## config.mk

```make
export PLATFORM = sky130hd
export DESIGN_NAME = swmv_ring
export DESIGN_NICKNAME = d
export VERILOG_FILES = /design/src/hw/rtl/swmv_pkg.sv /design/src/hw/rtl/swmv_ring.sv
export SDC_FILE = /design/constraint.sdc
export NUM_CORES = 2
export LEC_CHECK = 0
export BUFFER_PORTS_ARGS = -buffer_cell sky130_fd_sc_hd__buf_2
export CAP_MARGIN = 10
export CORE_ASPECT_RATIO = 1.1
export CORE_MARGIN = 3
export CORE_UTILIZATION = 55
export CTS_BUF_LIST = sky130_fd_sc_hd__clkbuf_4
export DETAILED_ROUTE_END_ITERATION = 10
export PLACE_DENSITY = 0.71
export SLEW_MARGIN = 20
export SYNTH_ARGS = -nofsm -noshare
export SYNTH_HDL_FRONTEND = slang
export SYNTH_SLANG_ARGS = --single-unit
```

## constraint.sdc

```tcl
create_clock -name clk -period 4 [get_ports clk]
set_clock_uncertainty 0.2 [all_clocks]
set_input_delay 0.4 -clock clk [delete_from_list [all_inputs] [get_ports clk]]
set_output_delay 0.4 -clock clk [all_outputs]
set_load 0.01 [all_outputs]
```

## src/hw/rtl/swmv_pkg.sv

```systemverilog
// Shared types and constants for the sliding window mean/variance block.
package swmv_pkg;

	localparam int VAR_W = 32;

	localparam logic OP_ADD   = 1'b0;
	localparam logic OP_CLEAR = 1'b1;

	typedef enum logic [3:0] {
		ST_IDLE,
		ST_READ,
		ST_OLDSQ,
		ST_UPDATE,
		ST_MEAN,
		ST_CORR_MUL,
		ST_CORR_DIV,
		ST_DIFF,
		ST_VAR,
		ST_OUT
	} state_t;

	typedef enum logic {
		ALU_MUL,
		ALU_DIV
	} alu_op_t;

	typedef struct packed {
		logic    start;
		alu_op_t op;
	} alu_ctl_t;

endpackage

```

## src/hw/rtl/swmv_ring.sv

```systemverilog
// Sample ring memory: one write port, one registered read port.
module swmv_ring
	import swmv_pkg::*;
#(
	parameter int DEPTH = 256,
	parameter int W = 16,
	parameter int AW = $clog2(DEPTH)
)(
	input  logic          clk,
	input  logic          wr_en,
	input  logic [AW-1:0] wr_addr,
	input  logic [W-1:0]  wr_data,
	input  logic          rd_en,
	input  logic [AW-1:0] rd_addr,
	output logic [W-1:0]  rd_data
);

	logic [W-1:0] mem [DEPTH];
	logic [W-1:0] rd_data_q;

	always_ff @(posedge clk) begin
		if (wr_en) begin
			mem[wr_addr] <= wr_data;
		end
	end

	always_ff @(posedge clk) begin
		if (rd_en) begin
			rd_data_q <= mem[rd_addr];
		end
	end

	assign rd_data = rd_data_q;

endmodule

```

==> results_dict.tcl <==
set metrics [dict create \
    status "complete, no violations" \
    gp_congestion 0.940 \
    wl_met3_um 48200 \
    netlist_area_um2 159000 \
    seq_area_frac_synth_pct 77.7 \
    path_cells "mux4_2, mux4_2, a22o_1, o32ai_1, nor4_1, dlygate4sd3_1" \
    slew_violations 0 \
    top_layer "met5" \
    drive_above_1_share_pct 33.6 \
    leakage_nw 59.2 \
    end_kind "flop" \
    cts_buffer_depth 4 \
    grtUsageTotal_pct 28.3 \
    cts_inserted_buffers 944 \
    synth_most_common_cell "edfxtp_1" \
    drtIter0Drc 12200 \
    max_freq_mhz 261 \
    dp_hpwl_um 246000 \
    clkTransAtPathRegs_ns 0.07 \
    crit_slowest_cell "o32ai_1" \
    p_switching_w 0.0190 \
    area_growth_pct 13.8 \
    cp_top_family "compound AO/OA/AOI/OAI gates" \
    wire_per_inst_um 31.6 \
    syn_inst 7360 \
    ir_worst_vdd_mv 0.242 \
    hold_viol_final 0 \
    utilization_pct 63.0 \
    grt_max_degree 149 \
    ant_nets 0 \
    drv_cap 0 \
    die_w_um 518 \
    clock_latency_ns 1.49 \
    cpPeakStageDelay_ns 0.94 \
    grt_pass1_vias 85100 \
    first_pass_iters 10 \
    rows 206 \
    period_share_pct 95.8 \
    hp-class "in -> reg" \
    switching_share_pct 22.4 \
    clockRootBuffer "clkbuf_4" \
    relSlewSlack_pct 20.1 \
    synth_top_area_share_pct 77.7 \
    intPower_w 0.0657 \
    die_y_um 570 \
    setup_viol 0 \
    drt-met1-wl_um 149000 \
    htree_levels 6 \
    fill_cells 19200 \
    postSynthAreaPerCell_um2 21.6 \
    routed_wirelength_um 419000 \
    routed-wl-met2_um 200000 \
    fin_ws_ns 0.168 \
    multi_input_area_um2 32900 \
    rsz0062_at_grt "false" \
    cp_common_cell "mux4_2" \
    top_level_ports 51 \
    antenna_found_initial 29 \
    p_per_area_nw_per_um2 468 \
    port_buffers 50 \
    drc 0 \
    grt_overflow_total 0 \
    synthDistinctLibCells 51 \
    cp_data_arrival_time_ns 4.82 \
    ys_top_cells_by_count "4112 x edfxtp_1, 797 x mux4_2, 565 x mux2i_1" \
    synth.area.top_cells "edfxtp_1 78%, mux4_2 11%, mux2i_1 3.6%" \
    synth_ff_type "edfxtp_1" \
    yosys_register_bits 4112 \
    start_util_pct 55.4 \
    grt_pass1_wl_um 601000 \
    yosysTopAreaCell "edfxtp_1" \
    power_frac_seq_pct 56.2 \
    setup.worst_path.start_class "flop" \
    yosysWarnings 0 \
    cp_num_buf_inv 1 \
    crit_type "reg -> reg" \
    num_vias 84700 \
    core_um2 287000 \
    die_area_um2 295000 \
    tightestPinTransition_ns 1.19 \
    vias_per_cell 6.39 \
    period_needed_ns 3.83 \
    required_ns 4.99 \
    cts_tree "built" \
    place_ws_ns -0.202 \
    fin_nets 8706 \
    async_flop_share_pct 0 \
    pwr-share-comb_pct 5.5 \
    layout.area.seq_um2 123000 \
    tns_ns 0 \
    synth_nets 7395 \
    cts_sinks 4112 \
    cp_max_fo 1 \
    synth_enable_flop_cells 4112 \
    clockPowerShare_pct 38.3 \
]
## final timing paths
path	start	end	slack, ns	cells past startpoint
min	rd_addr[1]	rd_data[15]	0.21	7
max	mem[63][7]	rd_data[7]	0.17	6
min reg2reg	mem[120][2]	rd_data[2]	1.00	6
max reg2reg	mem[63][7]	rd_data[7]	0.17	6
## per-layer routing
| metal | vias to the layer above | global-route usage, % |
|---|---|---|
| met1 | 43800 | 37.8 |
| met5 | - | 0 |
| met3 | 839 | 7.36 |
| li1 | 34600 | - |
| met4 | 12 | 13.9 |
| met2 | 5449 | 43.7 |
## metrics by stage
| stage | instance area, um2 | power, W | std cells | hold WS [ns] |
|---|---|---|---|---|
| 6_report | 181000 | 0.0847 | 13300 | 0.208 |
| 3_5_place_dp | 168000 | 0.0530 | 11500 | 0.665 |
| 2_1_floorplan | 159000 | 0.0508 | 7360 | 0.299 |
| 4_1_cts | 181000 | 0.0852 | 13200 | 0.0595 |
| 5_1_grt | 181000 | 0.0877 | 13300 | 0.131 |
| 3_3_place_gp | 168000 | 0.0529 | 11500 | 0.660 |
## placed cells by master, fill, tap and decap left out, types with 28 or more instances in the layout
cell type	n
buf_2	29
clkinv_2	45
o21ai_0	37
mux2_2	88
a22oi_1	43
a21oi_1	175
nor3_1	88
mux4_2	797
buf_4	609
nor2_2	36
nor2_1	267
nand2_1	37
clkinv_1	218
dlygate4sd3_1	67
o221ai_1	252
mux2i_1	565
buf_12	77
clkbuf_4	1360
edfxtp_1	4112
a221oi_1	28
a22o_1	32
o22ai_1	148
## power groups by stage
| stage | Combinational, W | Sequential [W] | Clock (W) |
|---|---|---|---|
| 5_1_grt | 0.00487 | 0.0475 | 0.0353 |
| 6_report | 0.00468 | 0.0476 | 0.0324 |
| 3_3_place_gp | 0.00438 | 0.0485 | 0 |
| 2_1_floorplan | 0.00234 | 0.0485 | 0 |
| 4_1_cts | 0.00464 | 0.0475 | 0.0330 |
| 3_5_place_dp | 0.00447 | 0.0485 | 0 |
## registers in the layout, summed over array words and instances, names as in the netlist
| name | cells |
|---|---|
| rd_data | 16 |
| mem | 4096 |
## kinds of logic after synthesis
family	after synthesis	share of synthesized area (%)
compound gates	786	3.53
buf+inv	456	1.69
flops	4112	77.7
mux	1450	15.5
simple gates	556	1.57
## worst reg2reg max path, cell delays in order, from the launching register on
cell	delay (ns)
edfxtp_1	0.38
mux4_2	0.47
mux4_2	0.48
a22o_1	0.38
o32ai_1	0.94
nor4_1	0.15
dlygate4sd3_1	0.62
## final cells by class
| type | instances | area share [%] |
|---|---|---|
| Multi-Input combinational cell | 2792 | 18.2 |
| Antenna cell | 20 | 0.0277 |
| Tap cell | 3848 | 2.66 |
| Timing Repair Buffer | 817 | 4.23 |
| Clock buffer | 1360 | 5.65 |
| Sequential cell | 4112 | 68.3 |
| Clock inverter | 310 | 0.927 |
| Inverter | 4 | 0.0152 |
## repair_timing
action,CTS,global route
buffers inserted,0,0
resized for setup,0,0
hold buffers,82,0
endpoints found under the hold margin,7516,0
(Power assumes the default switching activity.)
