<file path="config.mk">
export PLATFORM = sky130hd
export DESIGN_NAME = swmv_alu
export DESIGN_NICKNAME = d
export VERILOG_FILES = /design/src/hw/rtl/swmv_pkg.sv /design/src/hw/rtl/swmv_alu.sv
export SDC_FILE = /design/constraint.sdc
export NUM_CORES = 1
export LEC_CHECK = 0
export BUFFER_PORTS_ARGS = -buffer_cell sky130_fd_sc_hd__clkbuf_2
export CAP_MARGIN = 20
export CORE_MARGIN = 2
export CORE_UTILIZATION = 30
export DETAILED_ROUTE_END_ITERATION = 10
export GPL_ROUTABILITY_DRIVEN = 0
export GPL_TIMING_DRIVEN = 1
export SYNTH_ARGS = -nofsm -noshare
export SYNTH_HDL_FRONTEND = slang
export SYNTH_SLANG_ARGS = --single-unit
</file>
<file path="constraint.sdc">
create_clock -name clk -period 9.6 [get_ports clk]
set_input_delay 0.96 -clock clk [delete_from_list [all_inputs] [get_ports clk]]
set_output_delay 0.96 -clock clk [all_outputs]
set_load 0.1 [all_outputs]
</file>
<file path="src/hw/rtl/swmv_pkg.sv">
// Shared types and constants for the sliding window mean/variance block.
package swmv_pkg;

	localparam int VAR_W = 32;

	localparam logic OP_ADD   = 1'b0;
	localparam logic OP_CLEAR = 1'b1;

	typedef enum logic [3:0] {
		ST_IDLE,
		ST_READ,
		ST_OLDSQ,
		ST_UPDATE,
		ST_MEAN,
		ST_CORR_MUL,
		ST_CORR_DIV,
		ST_DIFF,
		ST_VAR,
		ST_OUT
	} state_t;

	typedef enum logic {
		ALU_MUL,
		ALU_DIV
	} alu_op_t;

	typedef struct packed {
		logic    start;
		alu_op_t op;
	} alu_ctl_t;

endpackage

</file>
<file path="src/hw/rtl/swmv_alu.sv">
// Shared shift-add multiplier / restoring divider, one bit per cycle.
module swmv_alu
	import swmv_pkg::*;
#(
	parameter int W = 48,
	localparam int CW = $clog2(W + 1)
)(
	input  logic         clk,
	input  logic         arst_n,
	input  alu_ctl_t     ctl,
	input  logic [W-1:0] opa,
	input  logic [W-1:0] opb,
	output logic         done,
	output logic [W-1:0] result
);

	logic          busy_q;
	logic          done_q;
	alu_op_t       op_q;
	logic [CW-1:0] cnt_q;
	logic [W-1:0]  acc_q;
	logic [W-1:0]  x_q;
	logic [W-1:0]  y_q;
	logic [W-1:0]  rem_q;

	logic [W+1:0] add_a;
	logic [W+1:0] add_b;
	logic [W+1:0] add_r;
	logic         sub;
	logic         geq;

	// one adder serves both: acc + multiplicand, or shifted remainder - divisor
	always_comb begin
		sub = (op_q == ALU_DIV);
		if (sub) begin
			add_a = {1'b0, rem_q, x_q[W-1]};
			add_b = {2'b0, y_q};
		end else begin
			add_a = {2'b0, acc_q};
			add_b = {2'b0, x_q};
		end
		add_r = add_a + (sub ? ~add_b : add_b) + {{(W+1){1'b0}}, sub};
		geq   = ~add_r[W+1];
	end

	always_ff @(posedge clk or negedge arst_n) begin
		if (!arst_n) begin
			busy_q <= 1'b0;
			done_q <= 1'b0;
			op_q   <= ALU_MUL;
			cnt_q  <= '0;
		end else begin
			done_q <= 1'b0;
			if (ctl.start && !busy_q) begin
				busy_q <= 1'b1;
				op_q   <= ctl.op;
				cnt_q  <= (ctl.op == ALU_MUL) ? CW'(W / 2) : CW'(W);
			end else if (busy_q) begin
				cnt_q <= cnt_q - 1'b1;
				if (cnt_q == CW'(1)) begin
					busy_q <= 1'b0;
					done_q <= 1'b1;
				end
			end
		end
	end

	always_ff @(posedge clk) begin
		if (ctl.start && !busy_q) begin
			acc_q <= '0;
			rem_q <= '0;
			x_q   <= opa;
			y_q   <= opb;
		end else if (busy_q) begin
			x_q <= {x_q[W-2:0], 1'b0};
			if (op_q == ALU_MUL) begin
				if (y_q[0]) begin
					acc_q <= add_r[W-1:0];
				end
				y_q <= {1'b0, y_q[W-1:1]};
			end else begin
				rem_q <= geq ? add_r[W-1:0] : add_a[W-1:0];
				acc_q <= {acc_q[W-2:0], geq};
			end
		end
	end

	assign done   = done_q;
	assign result = acc_q;

endmodule

</file>
==> flow_summary.rst <==
.. list-table::
   :header-rows: 1

   * - Metric
     - Value
   * - Antenna-violating nets left
     - 0
   * - Dominant synthesized flop cell
     - sky130_fd_sc_hd__edfxtp_1
   * - Routed via count
     - 11700
   * - Floorplan die area
     - 44600 um2
   * - Share of synthesized area occupied by flip-flops and latches
     - 39.0%
   * - Nature of the critical path endpoint
     - flip-flop
   * - Share of synthesized flip-flops with an asynchronous set or reset
     - 4.48%
   * - Result of the run
     - complete, no violations
   * - Crit path max-delay cell type
     - sky130_fd_sc_hd__nor2_2
   * - Start of the worst register-to-register path
     - op_q
   * - Remaining design rule violation count
     - 0
   * - Height of the die
     - 211 um
   * - Final critical path time including I/O delays and setup
     - 5480 ps
   * - Critical Path RT
     - 10040 ps
   * - Drt wl/cell
     - 17.4 um
   * - Iteration-0 DRC Markers
     - 746
   * - Maximum count of clock buffers along a single path
     - 3
   * - Achievable Freq
     - 182 MHz
   * - Number of global-route vias before repair
     - 11300
   * - Cts bufs inserted
     - 26
   * - Worst slew margin relative to its limit
     - 30.0%
   * - Number of synthesized register bits
     - 201
   * - Post-Synthesis Net Count
     - 1750
   * - Number of iterations in the first detailed-routing pass
     - 5
   * - Most common cell on crit path
     - sky130_fd_sc_hd__buf_4
   * - Number of hold buffers added after cts
     - 0
   * - Effective utilization at floorplan
     - 30.6%
   * - Clock Skew
     - 10.8 ps
   * - Wire length of the first global-routing pass
     - 62300 um
   * - Transition at the pin with the smallest max-transition slack
     - 1050 ps
   * - I/O pin total
     - 149
   * - Quantity of I/O buffers inserted on ports
     - 148
   * - Sort of element at the start of the critical path
     - flip-flop
   * - Cell-by-cell listing of the critical path
     - buf_4 -> mux2_2 -> ha_1 -> and2_1 -> a2bb2oi_1 -> nor4b_2 -> and4bb_2 -> a2bb2oi_2 -> a21o_1 -> nand3_1 -> nor2_2 -> buf_4 -> nand2_1 -> a311oi_1
   * - CTS H-tree lvls
     - 1
   * - Final WL
     - 39000 um
   * - Cells after synthesis
     - 1601
   * - Number of max-slew violations in the final report
     - 0
   * - P&R area growth vs syn
     - 15.3%
   * - Synth Warn #
     - 0
   * - CTS tree
     - done
   * - Filler cell count in the final layout
     - 4412
   * - Worst R2R Path Depth
     - 14
   * - Number of endpoints with negative hold slack in the final report
     - 0
   * - Fraction of layout cells with a size suffix above 1
     - 16.1%
   * - Cell area after technology mapping
     - 12900 um2
   * - Number of inserted diodes
     - 0
   * - Number of nets at the end of the flow
     - 1834
   * - Number of sinks on the clock net
     - 201
   * - Max stage delay on crit path
     - 730 ps
   * - R2r endpoint
     - rem_q[19]
   * - Number of placement rows
     - 75
   * - Clk Tree Root Cell
     - sky130_fd_sc_hd__clkbuf_16
   * - Std-Cell Core Area
     - 42100 um2
   * - EDFF count, synth
     - 96
   * - Placed wire-length estimate after detailed placement
     - 27200 um
   * - Number of setup violations in the final report
     - 0
   * - Number of vias per cell after detailed routing
     - 5.22
   * - Clock-pin slew on the worst setup and hold paths
     - 60 ps
   * - Largest driver fanout on the critical path
     - 90
   * - Arrival time of data at the critical path endpoint
     - 5920 ps
   * - RSZ-0062 raised after global routing
     - no
   * - Post-synth cell types
     - 80
   * - Min-delay worst type
     - in2async
   * - Count of cells resized by post-cts repair
     - 0
   * - Max-cap check violation count
     - 0
   * - Skew-Pair Late Insertion Delay
     - 540 ps
   * - Post-route setup TNS
     - 0 ps
   * - Worst setup path class
     - reg2reg
   * - Setup slack, reg-to-reg
     - 4120 ps
   * - Overflow left after global routing
     - 0
   * - Combined global-route utilization of all metal layers
     - 17.3%
   * - Crit share post-route
     - 57.1%
   * - Post-CTS Repair Setup Buffers
     - 0
   * - Synthesized area per cell
     - 8.05 um2
   * - Die X
     - 211 um
   * - Pin count of the biggest net entering global routing
     - 100
   * - Number of antenna violations at the first check in global routing
     - 0
## cells in the final DEF (no fill, tap or decap), types with 12 or more instances in the layout
cell type and count:
sky130_fd_sc_hd__o211ai_1 12, sky130_fd_sc_hd__a311oi_1 22, sky130_fd_sc_hd__dfxtp_1 96, sky130_fd_sc_hd__inv_1 21, sky130_fd_sc_hd__nand2_1 421, sky130_fd_sc_hd__xor2_1 15, sky130_fd_sc_hd__nand2b_1 13, sky130_fd_sc_hd__a21oi_1 157
sky130_fd_sc_hd__a31oi_1 25, sky130_fd_sc_hd__clkbuf_16 27, sky130_fd_sc_hd__nand3_1 16, sky130_fd_sc_hd__ha_1 48, sky130_fd_sc_hd__a21o_1 23, sky130_fd_sc_hd__mux2_2 46, sky130_fd_sc_hd__buf_4 13, sky130_fd_sc_hd__edfxtp_1 96
sky130_fd_sc_hd__and3_1 12, sky130_fd_sc_hd__xnor2_1 39, sky130_fd_sc_hd__a211oi_1 23, sky130_fd_sc_hd__nor2_1 125, sky130_fd_sc_hd__mux2i_1 19, sky130_fd_sc_hd__clkbuf_2 148, sky130_fd_sc_hd__nor3_1 17, sky130_fd_sc_hd__o21ai_0 101
## synthesized netlist by cell type (6+ instances only)
library cell	instances	area share [%]
sky130_fd_sc_hd__xor2_1	15	1.0
sky130_fd_sc_hd__a21oi_1	157	6.1
sky130_fd_sc_hd__and2_1	11	0.53
sky130_fd_sc_hd__nor3_1	17	0.66
sky130_fd_sc_hd__inv_1	22	0.64
sky130_fd_sc_hd__nor2b_1	11	0.53
sky130_fd_sc_hd__nand2b_1	14	0.68
sky130_fd_sc_hd__clkbuf_1	75	2.2
sky130_fd_sc_hd__or3_1	6	0.29
sky130_fd_sc_hd__a31oi_1	25	1.2
sky130_fd_sc_hd__a311oi_1	22	1.5
sky130_fd_sc_hd__nand3_1	16	0.62
sky130_fd_sc_hd__dfxtp_1	96	15
sky130_fd_sc_hd__o21a_1	7	0.41
sky130_fd_sc_hd__xnor2_1	39	2.7
sky130_fd_sc_hd__buf_2	6	0.23
sky130_fd_sc_hd__nand4_1	10	0.49
sky130_fd_sc_hd__buf_1	18	0.52
sky130_fd_sc_hd__dfrtp_1	9	1.7
sky130_fd_sc_hd__ha_1	48	4.7
sky130_fd_sc_hd__nand2_1	421	12
sky130_fd_sc_hd__edfxtp_1	96	22
sky130_fd_sc_hd__and3_1	12	0.58
sky130_fd_sc_hd__mux2_2	46	4.0
sky130_fd_sc_hd__o211ai_1	12	0.70
sky130_fd_sc_hd__o31ai_1	7	0.41
sky130_fd_sc_hd__nor2_1	127	3.7
sky130_fd_sc_hd__mux2i_1	19	1.5
sky130_fd_sc_hd__o21ai_0	101	3.9
sky130_fd_sc_hd__a21o_1	23	1.3
sky130_fd_sc_hd__a211oi_1	23	1.3
## worst max path at each step
stage	cells past startpoint	endpoint	start	slack, ps
finish	14	rem_q[19]	op_q	4120
global route	14	rem_q[7]	op_q	3720
CTS	14	rem_q[7]	op_q	4110
detailed placement	14	rem_q[3]	op_q	4110
global placement	14	rem_q[10]	op_q	4440
floorplan	17	rem_q[34]	op_q	4910
## critical path: cells and delay by family, from the launching register on
kind / cells / cell delay [ps]
and+or+nand+nor: 6 / 1800
buffers and inverters: 2 / 1190
AOI/OAI and AO/OA: 4 / 970
DFF: 1 / 570
muxes: 1 / 420
adders and majority gates: 1 / 370
## logic make-up (layout without fill, tap and decap cells)
group | count (synthesis) | after routing | share of synthesized area, %
xor gates and xnor gates | 54 | 54 | 3.67
DFF | 201 | 201 | 39.0
buffers and inverters | 128 | 232 | 4.06
AOI/OAI and AO/OA | 436 | 436 | 21.0
adders and majority gates | 49 | 49 | 4.82
and+or+nand+nor | 667 | 667 | 21.9
muxes | 66 | 66 | 5.60
## registers in the layout (all words and copies together), names as in the netlist
signal and flops:
done 1, rem_q 48, result 48, cnt_q 6, x_q 48, busy_q 1, y_q 48, op_q 1
## per-stage QoR
stage | cell area, um2 | hold slack, ps | util, % | instances | setup slack (ps)
floorplan | 12900 | 428 | - | 1601 | 4910
global placement | 14000 | 443 | 33.2 | 2196 | 4440
detailed placement | 14000 | 457 | 33.2 | 2196 | 4110
CTS | 14900 | 254 | 35.3 | 2244 | 4110
global route | 14900 | 275 | 35.3 | 2244 | 3720
finish | 14900 | 276 | 35.3 | 2244 | 4120
## layer usage
layer | vias to the layer above | share of wire (%) | track usage, % | wire length (um)
met4 | 0 | 2.4 | 4.49 | 952
met2 | 329 | 45 | 27.8 | 17600
met5 | - | 0 | 0 | 0
li1 | 5836 | - | - | -
met3 | 58 | 6.1 | 3.63 | 2360
met1 | 5498 | 46 | 23.5 | 18000
## area by class of cell
type	count	area (um2)	area share [%]
Inverter	23	86.3	0.581
Clock buffer	37	743	5.00
Timing Repair Buffer	161	838	5.64
Sequential cell	201	5030	33.9
Multi-Input combinational cell	1272	7370	49.6
Tap cell	539	674	4.54
Clock inverter	11	108	0.724
Power is not shown: default switching activity piles up to over one toggle a cycle in this logic, so the estimate is an artifact.
